--- config.mk ---
export PLATFORM = sky130hd
export DESIGN_NAME = force_torque_packet_deframer_core
export DESIGN_NICKNAME = d
export VERILOG_FILES = /design/src/sv/ftdfr_pkg.sv /design/src/sv/ftdfr_front.sv /design/src/sv/ftdfr_queue.sv /design/src/sv/ftdfr_back.sv /design/src/sv/force_torque_packet_deframer_core.sv
export SDC_FILE = /design/constraint.sdc
export NUM_CORES = 2
export LEC_CHECK = 0
export BUFFER_PORTS_ARGS = -buffer_cell sky130_fd_sc_hd__buf_2
export CAP_MARGIN = 15
export CORE_ASPECT_RATIO = 1.5
export CORE_UTILIZATION = 35
export CTS_CLUSTER_SIZE = 40
export DETAILED_ROUTE_END_ITERATION = 8
export GPL_TIMING_DRIVEN = 0
export SLEW_MARGIN = 20
export SYNTH_ARGS = -nofsm -noshare
export SYNTH_HDL_FRONTEND = slang
export SYNTH_SLANG_ARGS = --single-unit
--- constraint.sdc ---
create_clock -name clk_i -period 57.9 [get_ports clk_i]
set_clock_uncertainty 0.05 [all_clocks]
set_input_delay 8.685 -clock clk_i [delete_from_list [all_inputs] [get_ports clk_i]]
set_output_delay 8.685 -clock clk_i [all_outputs]
set_load 0.02 [all_outputs]
--- src/sv/ftdfr_pkg.sv ---
// Shared constants, types and codes for the force/torque packet deframer.
`default_nettype none

package ftdfr_pkg;

  // Packet layout
  localparam int unsigned PACKET_BYTES = 25;
  localparam int unsigned POS_W        = 5;
  localparam int unsigned HEADER_BYTES = 2;
  localparam int unsigned FIELD_FIRST  = 4;
  localparam int unsigned FIELD_COUNT  = 6;
  localparam int unsigned FIELD_BYTES  = 3;
  localparam int unsigned FIELD_END    = FIELD_FIRST + FIELD_BYTES * FIELD_COUNT;
  localparam int unsigned FORCE_FIELDS = 3;
  localparam int unsigned FIELD_IDX_W  = 3;

  localparam logic [7:0] SYNC_FIRST  = 8'h00;
  localparam logic [7:0] SYNC_SECOND = 8'h17;

  // Datapath widths
  localparam int unsigned BYTE_W = 8;
  localparam int unsigned RAW_W  = 24;
  localparam int unsigned GAIN_W = 32;
  localparam int unsigned PROD_W = 56;
  localparam int unsigned SKIP_W = 16;

  // Queue between front and back
  localparam int unsigned QUEUE_DEPTH = 2;

  // Configuration registers
  localparam int unsigned CFG_IDX_W = 2;
  localparam logic [CFG_IDX_W-1:0] CFG_FORCE_GAIN  = 2'd0;
  localparam logic [CFG_IDX_W-1:0] CFG_TORQUE_GAIN = 2'd1;
  localparam logic [GAIN_W-1:0] FORCE_GAIN_RST  = 32'd4294967;
  localparam logic [GAIN_W-1:0] TORQUE_GAIN_RST = 32'd42950;

  typedef enum logic [1:0] {
    PH_HUNT   = 2'd0,
    PH_ZERO   = 2'd1,
    PH_PACKET = 2'd2
  } frame_phase_e;

  typedef enum logic [1:0] {
    BK_IDLE  = 2'd0,
    BK_MUL   = 2'd1,
    BK_DRAIN = 2'd2,
    BK_DONE  = 2'd3
  } back_state_e;

  // One deframed packet as handed from the front to the back
  typedef struct packed {
    logic [FIELD_COUNT-1:0][RAW_W-1:0] raw;
    logic [SKIP_W-1:0]                 skip;
  } packet_t;

endpackage

`default_nettype wire

--- src/sv/ftdfr_front.sv ---
// Header hunt, byte counting and raw field capture for the packet deframer.
`default_nettype none

module ftdfr_front import ftdfr_pkg::*; (
  input  logic              clk_i,
  input  logic              rst_ni,
  input  logic              in_valid_i,
  output logic              in_stall_o,
  input  logic [BYTE_W-1:0] rx_byte_i,
  input  logic              q_full_i,
  output logic              q_push_o,
  output packet_t           q_data_o
);

  localparam logic [POS_W-1:0] POS_LAST  = POS_W'(PACKET_BYTES - 1);
  localparam logic [POS_W-1:0] POS_HDR   = POS_W'(HEADER_BYTES);
  localparam logic [POS_W-1:0] POS_FIRST = POS_W'(FIELD_FIRST);
  localparam logic [POS_W-1:0] POS_END   = POS_W'(FIELD_END);
  localparam logic [1:0]       DIGIT_LAST = 2'(FIELD_BYTES - 1);

  frame_phase_e           phase_q, phase_d;
  logic [POS_W-1:0]       pos_q, pos_d;
  logic [1:0]             digit_q, digit_d;
  logic [FIELD_IDX_W-1:0] field_q, field_d;
  logic [SKIP_W-1:0]      skip_q, skip_d;
  logic [15:0]            asm_q, asm_d;
  logic [RAW_W-1:0]       cap_q [FIELD_COUNT];

  logic              accept;
  logic              at_last;
  logic              cap_we;
  logic              skip_clr;
  logic [1:0]        skip_inc;
  logic [SKIP_W:0]   skip_sum;
  logic [RAW_W-1:0]  word;

  assign at_last    = (phase_q == PH_PACKET) && (pos_q == POS_LAST);
  assign in_stall_o = at_last && q_full_i;
  assign accept     = in_valid_i && !in_stall_o;
  assign word       = {asm_q, rx_byte_i};
  assign q_push_o   = accept && at_last;

  always_comb begin
    phase_d  = phase_q;
    pos_d    = pos_q;
    digit_d  = digit_q;
    field_d  = field_q;
    asm_d    = asm_q;
    cap_we   = 1'b0;
    skip_clr = 1'b0;
    skip_inc = 2'd0;
    if (accept) begin
      unique case (phase_q)
        PH_PACKET: begin
          if (pos_q >= POS_FIRST && pos_q < POS_END) begin
            asm_d = word[15:0];
            if (digit_q == DIGIT_LAST) begin
              cap_we  = 1'b1;
              digit_d = 2'd0;
              field_d = field_q + 1'b1;
            end else begin
              digit_d = digit_q + 1'b1;
            end
          end
          if (at_last) begin
            skip_clr = 1'b1;
            phase_d  = PH_HUNT;
            pos_d    = '0;
          end else begin
            pos_d = pos_q + 1'b1;
          end
        end
        PH_ZERO: begin
          if (rx_byte_i == SYNC_SECOND) begin
            phase_d = PH_PACKET;
            pos_d   = POS_HDR;
            digit_d = 2'd0;
            field_d = '0;
          end else if (rx_byte_i == SYNC_FIRST) begin
            skip_inc = 2'd1;
          end else begin
            skip_inc = 2'd2;
            phase_d  = PH_HUNT;
          end
        end
        default: begin
          // hunting, and the unused phase code
          if (rx_byte_i == SYNC_FIRST) begin
            phase_d = PH_ZERO;
          end else begin
            skip_inc = 2'd1;
            phase_d  = PH_HUNT;
          end
        end
      endcase
    end
    skip_sum = {1'b0, skip_q} + (SKIP_W + 1)'(skip_inc);
    skip_d   = skip_sum[SKIP_W] ? '1 : skip_sum[SKIP_W-1:0];
    if (skip_clr) begin
      skip_d = '0;
    end
  end

  // Bypass the capture of this cycle into the pushed packet
  always_comb begin
    for (int i = 0; i < FIELD_COUNT; i++) begin
      q_data_o.raw[i] = (cap_we && (field_q == FIELD_IDX_W'(i))) ? word : cap_q[i];
    end
    q_data_o.skip = skip_q;
  end

  always_ff @(posedge clk_i or negedge rst_ni) begin
    if (!rst_ni) begin
      phase_q <= PH_HUNT;
      pos_q   <= '0;
      digit_q <= '0;
      field_q <= '0;
      skip_q  <= '0;
    end else begin
      phase_q <= phase_d;
      pos_q   <= pos_d;
      digit_q <= digit_d;
      field_q <= field_d;
      skip_q  <= skip_d;
    end
  end

  always_ff @(posedge clk_i) begin
    asm_q <= asm_d;
    if (cap_we) begin
      cap_q[field_q] <= word;
    end
  end

`ifndef SYNTHESIS
  a_all_fields_captured: assert property (@(posedge clk_i) disable iff (!rst_ni)
    q_push_o |-> (field_q == FIELD_IDX_W'(FIELD_COUNT)) ||
                 (cap_we && (field_q == FIELD_IDX_W'(FIELD_COUNT - 1))))
    else $error("packet pushed before all six fields were captured");
  a_end_of_packet: assert property (@(posedge clk_i) disable iff (!rst_ni)
    q_push_o |=> (phase_q == PH_HUNT) && (skip_q == '0) && (pos_q == '0))
    else $error("front did not return to hunting after the last byte");
`endif

endmodule

`default_nettype wire

--- src/sv/ftdfr_queue.sv ---
// Two-entry packet queue between the deframing front and the scaling back.
`default_nettype none

module ftdfr_queue import ftdfr_pkg::*; (
  input  logic    clk_i,
  input  logic    rst_ni,
  input  logic    push_i,
  input  packet_t data_i,
  output logic    full_o,
  input  logic    pop_i,
  output logic    empty_o,
  output packet_t data_o
);

  localparam int unsigned PTR_W = $clog2(QUEUE_DEPTH);
  localparam int unsigned CNT_W = $clog2(QUEUE_DEPTH + 1);

  packet_t           mem_q [QUEUE_DEPTH];
  logic [PTR_W-1:0]  wr_ptr_q, rd_ptr_q;
  logic [CNT_W-1:0]  count_q;

  assign full_o  = (count_q == CNT_W'(QUEUE_DEPTH));
  assign empty_o = (count_q == '0);
  assign data_o  = mem_q[rd_ptr_q];

  always_ff @(posedge clk_i or negedge rst_ni) begin
    if (!rst_ni) begin
      wr_ptr_q <= '0;
      rd_ptr_q <= '0;
      count_q  <= '0;
    end else begin
      if (push_i) begin
        wr_ptr_q <= (wr_ptr_q == PTR_W'(QUEUE_DEPTH - 1)) ? '0 : wr_ptr_q + 1'b1;
      end
      if (pop_i) begin
        rd_ptr_q <= (rd_ptr_q == PTR_W'(QUEUE_DEPTH - 1)) ? '0 : rd_ptr_q + 1'b1;
      end
      if (push_i && !pop_i) begin
        count_q <= count_q + 1'b1;
      end else if (pop_i && !push_i) begin
        count_q <= count_q - 1'b1;
      end
    end
  end

  always_ff @(posedge clk_i) begin
    if (push_i) begin
      mem_q[wr_ptr_q] <= data_i;
    end
  end

`ifndef SYNTHESIS
  a_no_overflow: assert property (@(posedge clk_i) disable iff (!rst_ni)
    push_i |-> !full_o || pop_i)
    else $error("packet queue overflow");
`endif

endmodule

`default_nettype wire

--- src/sv/ftdfr_back.sv ---
// Gain scaling of queued packets through one shared multiplier, plus result register.
`default_nettype none

module ftdfr_back import ftdfr_pkg::*; (
  input  logic                     clk_i,
  input  logic                     rst_ni,
  input  logic                     q_empty_i,
  input  packet_t                  q_data_i,
  output logic                     q_pop_o,
  input  logic [GAIN_W-1:0]        force_gain_i,
  input  logic [GAIN_W-1:0]        torque_gain_i,
  output logic                     out_valid_o,
  input  logic                     out_stall_i,
  output logic signed [PROD_W-1:0] force_x_o,
  output logic signed [PROD_W-1:0] force_y_o,
  output logic signed [PROD_W-1:0] force_z_o,
  output logic signed [PROD_W-1:0] torque_x_o,
  output logic signed [PROD_W-1:0] torque_y_o,
  output logic signed [PROD_W-1:0] torque_z_o,
  output logic [SKIP_W-1:0]        skipped_bytes_o
);

  localparam int unsigned MUL_W = PROD_W + 1;
  localparam logic [FIELD_IDX_W-1:0] IDX_LAST = FIELD_IDX_W'(FIELD_COUNT - 1);

  back_state_e            state_q, state_d;
  logic [FIELD_IDX_W-1:0] idx_q, idx_d;
  packet_t                work_q;
  logic [PROD_W-1:0]      prod_q;
  logic [FIELD_IDX_W-1:0] prod_idx_q;
  logic                   prod_vld_q;
  logic [PROD_W-1:0]      stage_q [FIELD_COUNT];
  logic signed [PROD_W-1:0] out_q [FIELD_COUNT];
  logic [SKIP_W-1:0]      out_skip_q;
  logic                   out_valid_q;

  logic                    issue;
  logic                    out_load;
  logic [RAW_W-1:0]        mul_raw;
  logic [GAIN_W-1:0]       mul_gain;
  logic signed [RAW_W-1:0] mul_a;
  logic signed [GAIN_W:0]  mul_b;
  logic signed [MUL_W-1:0] mul_p;

  // Signed 24-bit times unsigned 32-bit (as signed 33-bit); the product is exact
  assign mul_raw  = work_q.raw[idx_q];
  assign mul_gain = (idx_q < FIELD_IDX_W'(FORCE_FIELDS)) ? force_gain_i : torque_gain_i;
  assign mul_a    = $signed(mul_raw);
  assign mul_b    = $signed({1'b0, mul_gain});
  assign mul_p    = mul_a * mul_b;

  assign out_load = (state_q == BK_DONE) && (!out_valid_q || !out_stall_i);

  always_comb begin
    state_d = state_q;
    idx_d   = idx_q;
    q_pop_o = 1'b0;
    issue   = 1'b0;
    unique case (state_q)
      BK_IDLE: begin
        if (!q_empty_i) begin
          q_pop_o = 1'b1;
          idx_d   = '0;
          state_d = BK_MUL;
        end
      end
      BK_MUL: begin
        issue = 1'b1;
        if (idx_q == IDX_LAST) begin
          state_d = BK_DRAIN;
        end else begin
          idx_d = idx_q + 1'b1;
        end
      end
      BK_DRAIN: begin
        state_d = BK_DONE;
      end
      BK_DONE: begin
        if (out_load) begin
          state_d = BK_IDLE;
        end
      end
      default: begin
        state_d = BK_IDLE;
      end
    endcase
  end

  always_ff @(posedge clk_i or negedge rst_ni) begin
    if (!rst_ni) begin
      state_q     <= BK_IDLE;
      idx_q       <= '0;
      prod_vld_q  <= 1'b0;
      out_valid_q <= 1'b0;
    end else begin
      state_q    <= state_d;
      idx_q      <= idx_d;
      prod_vld_q <= issue;
      if (out_load) begin
        out_valid_q <= 1'b1;
      end else if (!out_stall_i) begin
        out_valid_q <= 1'b0;
      end
    end
  end

  always_ff @(posedge clk_i) begin
    if (q_pop_o) begin
      work_q <= q_data_i;
    end
    if (issue) begin
      prod_q     <= mul_p[PROD_W-1:0];
      prod_idx_q <= idx_q;
    end
    if (prod_vld_q) begin
      stage_q[prod_idx_q] <= prod_q;
    end
    if (out_load) begin
      for (int i = 0; i < FIELD_COUNT; i++) begin
        out_q[i] <= $signed(stage_q[i]);
      end
      out_skip_q <= work_q.skip;
    end
  end

  assign out_valid_o     = out_valid_q;
  assign force_x_o       = out_q[0];
  assign force_y_o       = out_q[1];
  assign force_z_o       = out_q[2];
  assign torque_x_o      = out_q[3];
  assign torque_y_o      = out_q[4];
  assign torque_z_o      = out_q[5];
  assign skipped_bytes_o = out_skip_q;

`ifndef SYNTHESIS
  a_drained_before_done: assert property (@(posedge clk_i) disable iff (!rst_ni)
    (state_q == BK_DONE) |-> !prod_vld_q)
    else $error("result handed over before the last product was stored");
  a_pop_starts_mul: assert property (@(posedge clk_i) disable iff (!rst_ni)
    q_pop_o |=> (state_q == BK_MUL) && (idx_q == '0))
    else $error("popped packet did not start at the first field");
`endif

endmodule

`default_nettype wire

--- src/sv/force_torque_packet_deframer_core.sv ---
// Top level of the force/torque packet deframer: gain registers, front, queue, back.
//
// Input channel: one received byte per beat on rx_byte_i (in_valid_i / in_stall_o).
// A beat is taken on every cycle; in_stall_o rises only on the last byte of a packet
// when both queue entries already hold packets that the back has not started.
// The front hunts for the header 0x00 0x17, counts discarded bytes (saturating at
// 65535), and captures the six big-endian 24-bit fields of a 25-byte packet.
// Output channel: one beat per packet (out_valid_o / out_stall_i) carrying six
// signed Q23.32 products and the skipped-byte count. The result sits in an output
// register, so a stalled receiver does not stall the byte stream until the queue
// fills as well.
// After the last packet byte is taken, the back pops the packet, passes the six
// fields one after another through the single shared 24x32 multiplier, drains
// the product register and hands the result over. Throughput: one byte per cycle
// while in_stall_o is low, one packet per 25 bytes.
// Configuration: cfg_index_i 0 writes the force gain, 1 the torque gain; other
// indexes are dropped. cfg_ready_o is always high. Write only while the block is idle.
// Reset: rst_ni clears framing state, the queue and the output valid, and loads
// the default gains; no clearing pass is needed.
`default_nettype none

module force_torque_packet_deframer_core import ftdfr_pkg::*; (
  input  logic                     clk_i,
  input  logic                     rst_ni,
  // byte input
  input  logic                     in_valid_i,
  output logic                     in_stall_o,
  input  logic [BYTE_W-1:0]        rx_byte_i,
  // result output
  output logic                     out_valid_o,
  input  logic                     out_stall_i,
  output logic signed [PROD_W-1:0] force_x_o,
  output logic signed [PROD_W-1:0] force_y_o,
  output logic signed [PROD_W-1:0] force_z_o,
  output logic signed [PROD_W-1:0] torque_x_o,
  output logic signed [PROD_W-1:0] torque_y_o,
  output logic signed [PROD_W-1:0] torque_z_o,
  output logic [SKIP_W-1:0]        skipped_bytes_o,
  // configuration writes
  input  logic                     cfg_valid_i,
  output logic                     cfg_ready_o,
  input  logic [CFG_IDX_W-1:0]     cfg_index_i,
  input  logic [GAIN_W-1:0]        cfg_data_i
);

  logic [GAIN_W-1:0] force_gain_q, force_gain_d;
  logic [GAIN_W-1:0] torque_gain_q, torque_gain_d;
  logic              cfg_we;

  logic    q_push;
  logic    q_pop;
  logic    q_full;
  logic    q_empty;
  packet_t q_wdata;
  packet_t q_rdata;

  // Configuration writes are always taken
  assign cfg_ready_o = 1'b1;
  assign cfg_we      = cfg_valid_i && cfg_ready_o;

  always_comb begin
    force_gain_d  = force_gain_q;
    torque_gain_d = torque_gain_q;
    if (cfg_we) begin
      unique case (cfg_index_i)
        CFG_FORCE_GAIN:  force_gain_d  = cfg_data_i;
        CFG_TORQUE_GAIN: torque_gain_d = cfg_data_i;
        default: ;  // drop writes to unknown registers
      endcase
    end
  end

  always_ff @(posedge clk_i or negedge rst_ni) begin
    if (!rst_ni) begin
      force_gain_q  <= FORCE_GAIN_RST;
      torque_gain_q <= TORQUE_GAIN_RST;
    end else begin
      force_gain_q  <= force_gain_d;
      torque_gain_q <= torque_gain_d;
    end
  end

  // Front: header hunt and field capture, one byte per cycle unless stalled
  ftdfr_front u_front (
    .clk_i      (clk_i),
    .rst_ni     (rst_ni),
    .in_valid_i (in_valid_i),
    .in_stall_o (in_stall_o),
    .rx_byte_i  (rx_byte_i),
    .q_full_i   (q_full),
    .q_push_o   (q_push),
    .q_data_o   (q_wdata)
  );

  // Queue: decouple byte intake from scaling and output backpressure
  ftdfr_queue u_queue (
    .clk_i   (clk_i),
    .rst_ni  (rst_ni),
    .push_i  (q_push),
    .data_i  (q_wdata),
    .full_o  (q_full),
    .pop_i   (q_pop),
    .empty_o (q_empty),
    .data_o  (q_rdata)
  );

  // Back: scale the six fields and hold the result beat
  ftdfr_back u_back (
    .clk_i           (clk_i),
    .rst_ni          (rst_ni),
    .q_empty_i       (q_empty),
    .q_data_i        (q_rdata),
    .q_pop_o         (q_pop),
    .force_gain_i    (force_gain_q),
    .torque_gain_i   (torque_gain_q),
    .out_valid_o     (out_valid_o),
    .out_stall_i     (out_stall_i),
    .force_x_o       (force_x_o),
    .force_y_o       (force_y_o),
    .force_z_o       (force_z_o),
    .torque_x_o      (torque_x_o),
    .torque_y_o      (torque_y_o),
    .torque_z_o      (torque_z_o),
    .skipped_bytes_o (skipped_bytes_o)
  );

endmodule

`default_nettype wire

* Word level (Yosys, flattened, before mapping) *
Memory sizes are Yosys's and may differ from the RTL's. A register that Yosys moved wholly into a read port is not among the register bits.
Cells that the tools add are included.

cells by class
  add/sub/neg operators = 9
  mux-type cells = 63
  reductions and logical operators = 37
  multipliers = 1
  equality and inequality tests = 26
  magnitude comparators = 4

operators by type and width
  operator                                                                  number
  24-bit two-way mux                                                        7
  24-bit binary-select mux with 3-bit select                                1
  24-bit by 33-bit multiplier with 56-bit output                            1
  16-bit two-way mux                                                        2
  32-bit two-way mux                                                        1
  2-bit two-way mux                                                         14
  1-bit two-way mux                                                         24
  16-bit by 2-bit adder with 17-bit output                                  1
  3-bit two-way mux                                                         5
  3-bit AND reduction                                                       5
  1-bit logical AND                                                         14
  2-bit one-hot mux with 2 select lines                                     3
  3-bit one-hot mux with 2 select lines                                     2
  2-bit == test (second input constant)                                     5
  5-bit two-way mux                                                         2
  2-bit by 1-bit inequality test with 1-bit output (second input constant)  5
  5-bit one-hot mux with 2 select lines                                     1
  3-bit == test (second input constant)                                     3
  8-bit by 5-bit == test with 1-bit output (second input constant)          1
  8-bit zero test                                                           1
  2-bit inequality test (second input constant)                             4
  2-bit one-hot mux with 4 select lines                                     1
  3-bit by 1-bit adder with 3-bit output (second input constant)            2
  2-bit by 1-bit == test with 1-bit output (second input constant)          3
  other kinds (20)                                                          32

word-level totals
  flip-flop bits (word level) = 194
  input bits = 47
  output and inout bits = 355
  memories kept = 4
  memory bits (writable) = 1136

memory list
  memory          words  bits a word  read ports  clocked after memory_dff  write ports  line               source
  u_back.out_q    6      56           6           0                         6            ftdfr_back.sv:33   logic signed [PROD_W-1:0] out_q [FIELD_COUNT];
  u_back.stage_q  6      56           6           0                         1            ftdfr_back.sv:32   logic [PROD_W-1:0] stage_q [FIELD_COUNT];
  u_queue.mem_q   2      160          1           1                         1            ftdfr_queue.sv:18  packet_t mem_q [QUEUE_DEPTH];
  u_front.cap_q   6      24           6           0                         1            ftdfr_front.sv:27  logic [RAW_W-1:0] cap_q [FIELD_COUNT];

* Logic depth before layout (Yosys ltp) *
  depth in word-level cells = 10
  depth in mapped cells = 32

* Hierarchy *
From an unflattened synthesis, not the netlist that was laid out.

second synthesis, totals
  cell total of the unflattened synthesis = 5151
  area total of the unflattened synthesis = 76837.4 um^2

by module, submodules not included
  module                             area an instance (um^2)  cells each  instances
  ftdfr_back                         53791.6                  3977        1
  ftdfr_queue                        12094.1                  514         1
  ftdfr_front                        8500.7                   522         1
  force_torque_packet_deframer_core  2451.1                   138         1

* Worst setup path before layout *
Ideal clock, no wire load.

  kind = input -> register
  start point = in out_stall_i
  end point = mem u_back.out_q[0][0] (enable)
  arrival = 33981 ps
  setup slack = 22269 ps
  data required time = 56250 ps
  stages on the path = 1
  cell sequence = a21boi_0

RTL lines
  what             line                                     source
  start, declared  force_torque_packet_deframer_core.sv:31  input logic out_stall_i,
  end, declared    ftdfr_back.sv:33

* Final worst setup path *
  start point = in rx_byte_i[3]
  end point = reg u_front.skip_q[4]

on the way
  longest elaborated chain between the ends = 8
  elaborated cells between the ends (all ways) = 10
  those cells by class = add/sub (1); eq/ne (1); mux (7); reduce/logical (1)

ends and longest elaborated chain
  what                                        line                                     source
  start, declared                             force_torque_packet_deframer_core.sv:28  input logic [BYTE_W-1:0] rx_byte_i,
  8-bit zero test                             ftdfr_front.sv:79, ftdfr_front.sv:88
  2-bit two-way mux                           ftdfr_front.sv:79                        end else if (rx_byte_i == SYNC_FIRST) begin
  2-bit two-way mux                           ftdfr_front.sv:74                        if (rx_byte_i == SYNC_SECOND) begin
  2-bit one-hot mux with 2 select lines *     ftdfr_front.sv:53                        unique case (phase_q)
  2-bit two-way mux *                         ftdfr_front.sv:52                        if (accept) begin
  16-bit by 2-bit adder with 17-bit output *  ftdfr_front.sv:97                        skip_sum = {1'b0, skip_q} + (SKIP_W + 1)'(skip_inc);
  16-bit two-way mux *                        ftdfr_front.sv:98                        skip_d = skip_sum[SKIP_W] ? '1 : skip_sum[SKIP_W-1:0];
  16-bit two-way mux *                        ftdfr_front.sv:99                        if (skip_clr) begin
  via u_front.skip_d[4]                       ftdfr_front.sv:25                        logic [SKIP_W-1:0] skip_q, skip_d;
  end signal, assigned                        ftdfr_front.sv:124                       skip_q <= skip_d;
  end, declared                               ftdfr_front.sv:25

Mark *: on every way through the listed nets, which the timed path passes. The rest lies on a longest branch.
A chain may end at the register's enable or synchronous reset.

==> results.toml <==
[outcome]
status = "finished, violations left"
violations = "DRC"

[routing]
first_pass_iters = 9
met3RoutedLength_mm = 10.17
ant_nets = 0
wl_met1_mm = 78.38
num_vias = 41999
highest_layer = "met5"
viasPerCell = 4.813
routedWlPerCell_um = 24.29
wl_mm = 212.0
drc = 108
wl_met2_mm = 111.3
drt_iter0_markers = 3011

[worst_setup_path]
path_max_fanout = 14
end_kind = "flop"
reg2reg_depth = 29
required_ns = 58.54
setup.worst_path.class = "in -> reg"
worstSetupStartpointType = "primary input"
cp_data_arrival_time_ns = 12.51

[cells_and_area]
seqCellArea_sq_um = 44250
nNetsFinal = 6709
drive_gt1_share_pct = 20.95
n_fill_cell = 19751
multi_input_area_sq_um = 28550
areaGrowthSynthToFinish_pct = 15.56

[synthesis]
synthXorXnorAreaFrac_pct = 0.7359
synthMuxAreaShare_pct = 7.696
synth_fp_nets = 6066
synth_cell_types = 65
yosysMostFrequentCell = "edfxtp_1"
ys_warn_count = 0
synth_top_family_by_area = "adder cells"
async_flop_share_pct = 6.913
yosysTopAreaCellShare_pct = 54.68
synth-simple-area-share_pct = 5.624
netlist_area_sq_um = 76170
netlist_top_cells_area = "edfxtp_1, fa_1, mux2_2"
synth_top_area_cell = "edfxtp_1"
synthTopCellsByCount = "edfxtp_1, inv_1, fa_1"
avgSynthCellArea_sq_um = 14.85
synth-compound-area-share_pct = 2.073
synth_edf_count = 1387
synth_flop_cell = "edfxtp_1"
ys_ff_latch = 1490
synth_cells = 5130
synthAdderAreaFrac_pct = 21.10
yosysSeqAreaShare_pct = 58.10

[clock_tree]
clock_path_buffers = 4
clk_pin_slew_ns = 0.06
cts_tree = "built"
root_buffer = "clkbuf_16"
postCtsSetupBuffers = 0
numCtsBuffers = 148
htree_num_levels = 4
clk_latency_ns = 0.85
clock-sinks = 1490
cts_resized = 0
cts_hold_buf = 0

[floorplanning]
dieArea_sq_um = 219500
placementRows = 209
pin_count = 402
fp.dieH_um = 573.4
coreArea_sq_um = 216300
dieWidth_um = 382.9
initial_core_util_pct = 35.22

[grt]
grt_first_pass_wirelength_mm = 306.4
grt_max_degree = 91
grt_use_total_pct = 19.31
grt_pass1_vias = 45184
grt_antenna_before_repair = 30
grt-ovfl-total = 0

[placement]
io_buffers = 400
place_congestion = 0.9587
place_hpwl_mm = 162.5

[sta]
setup_tns_ns = 0
setup_violations = 0
period_minus_slack_ns = 11.87
fmax_ghz = 0.08425
drv_slew = 0
rsz0062_at_grt = "false"
worst_slew_pin_slew_ns = 1.338
timing.final.crit_share_pct = 20.50
relSlewSlack_pct = 10.79
finalHoldViolCount = 0

[hold_path]
whs_path_depth = 0
min_path_type = "reg -> reg"

[flow_run]
max_cap_viol_count = 0
-- final timing paths --
kind / from / to / slack (ns)
max: rx_byte_i[3] / u_front.skip_q[4]$_DFF_PN0_ / 46.03
min: u_back.stage_q[5][0]$_DFFE_PP_ / u_back.out_q[5][0]$_DFFE_PP_ / 0.35
max reg2reg: u_back.idx_q[1]$_DFFE_PN0P_ / u_back.prod_q[39]$_DFFE_PP_ / 46.09
min reg2reg: u_back.stage_q[5][0]$_DFFE_PP_ / u_back.out_q[5][0]$_DFFE_PP_ / 0.35
max in group asynchronous: rst_ni / force_gain_q[0]$_DFFE_PN1P_ / 49.29
min in group asynchronous: rst_ni / torque_gain_q[14]$_DFFE_PN0P_ / 7.73
-- state kept, by name (all words and copies together) (netlist names), 3 cells and up --
signal	count
u_front.asm_q	16
u_queue.mem_q	320
u_back.out_q	336
torque_gain_q	32
force_gain_q	32
u_front.skip_q	16
u_front.cap_q	144
u_back.idx_q	3
u_back.stage_q	336
u_back.skipped_bytes_o	16
u_back.prod_q	56
u_back.prod_idx_q	3
u_front.field_q	3
u_back.work_q	160
u_front.pos_q	5
-- final cells by class --
| type | instances | share of cell area, % |
|---|---|---|
| timing repair buffer | 493 | 3.923 |
| sequential | 1490 | 50.27 |
| buffer | 203 | 0.9779 |
| clock buffer | 185 | 4.485 |
| multi-input combinational | 2716 | 32.44 |
| antenna | 3 | 0.008529 |
| inverter | 721 | 3.083 |
| tap | 2848 | 4.048 |
| clock inverter | 68 | 0.7676 |
-- critical path, stage by stage --
cell	delay, ns
buf_2	0.21
or4_1	0.70
o21ai_0	0.49
or3_1	0.21
mux2_2	0.15
nor2_1	0.04
ha_1	0.22
fa_1	0.46
and3_1	0.17
clkbuf_1	0.20
nand3_1	0.15
or2_2	0.11
clkbuf_1	0.20
clkbuf_1	0.39
a21oi_1	0.13
-- cells by family (layout without fill, tap and decap cells) --
family	count (synthesis)	in the layout
xor+xnor	64	64
compound gates	253	253
other cells	1	4
simple gates	1026	1026
mux	483	483
buf+inv	924	1670
fa+ha+maj	889	889
flops	1490	1490
-- cell usage in the layout, fill, tap and decap left out, types with 12 or more instances in the layout --
master / synthesis / routed
a21o_1: 44 / 44
a21oi_1: 81 / 75
a31oi_1: 15 / 15
and2_1: 22 / 21
and3_1: 22 / 18
buf_12: 0 / 13
buf_16: 0 / 26
buf_2: 9 / 411
buf_4: 7 / 46
buf_6: 7 / 21
clkbuf_1: 167 / 194
clkbuf_16: 0 / 152
clkinv_1: 0 / 20
clkinv_2: 0 / 15
dfrtp_1: 84 / 84
dfstp_2: 19 / 19
edfxtp_1: 1387 / 1387
fa_1: 659 / 659
ha_1: 230 / 229
inv_1: 720 / 719
mux2_2: 341 / 341
mux2_4: 60 / 60
mux2i_1: 58 / 53
mux4_2: 24 / 24
nand2_1: 425 / 425
nand2b_1: 20 / 20
nand3_1: 18 / 18
nand4_1: 12 / 12
nor2_1: 439 / 434
o21ai_0: 47 / 46
or2_2: 15 / 15
xnor2_1: 38 / 38
xor2_1: 26 / 26
-- stage by stage --
step	hold slack [ns]	std cells	area, sq um	util, %	setup slack, ns
after floorplan	0.3503	5130	76170	-	22.27
after global routing	0.3650	8725	88020	40.70	45.75
after CTS	0.3567	8724	88020	40.70	46.08
after global placement	0.3506	8378	81730	37.79	12.63
after detailed placement	0.3545	8471	83390	38.56	45.19
final	0.3526	8727	88020	40.70	46.03
-- routing by layer --
| metal | track usage, % | up-vias |
|---|---|---|
| met5 | 0 | - |
| li1 | - | 18584 |
| met4 | 9.790 | 32 |
| met1 | 21.28 | 21761 |
| met3 | 3.297 | 425 |
| met2 | 35.32 | 1197 |
Power is left out: the tool's default activity adds up to more than one toggle a clock period on the data nets, which glitch-free logic cannot reach.
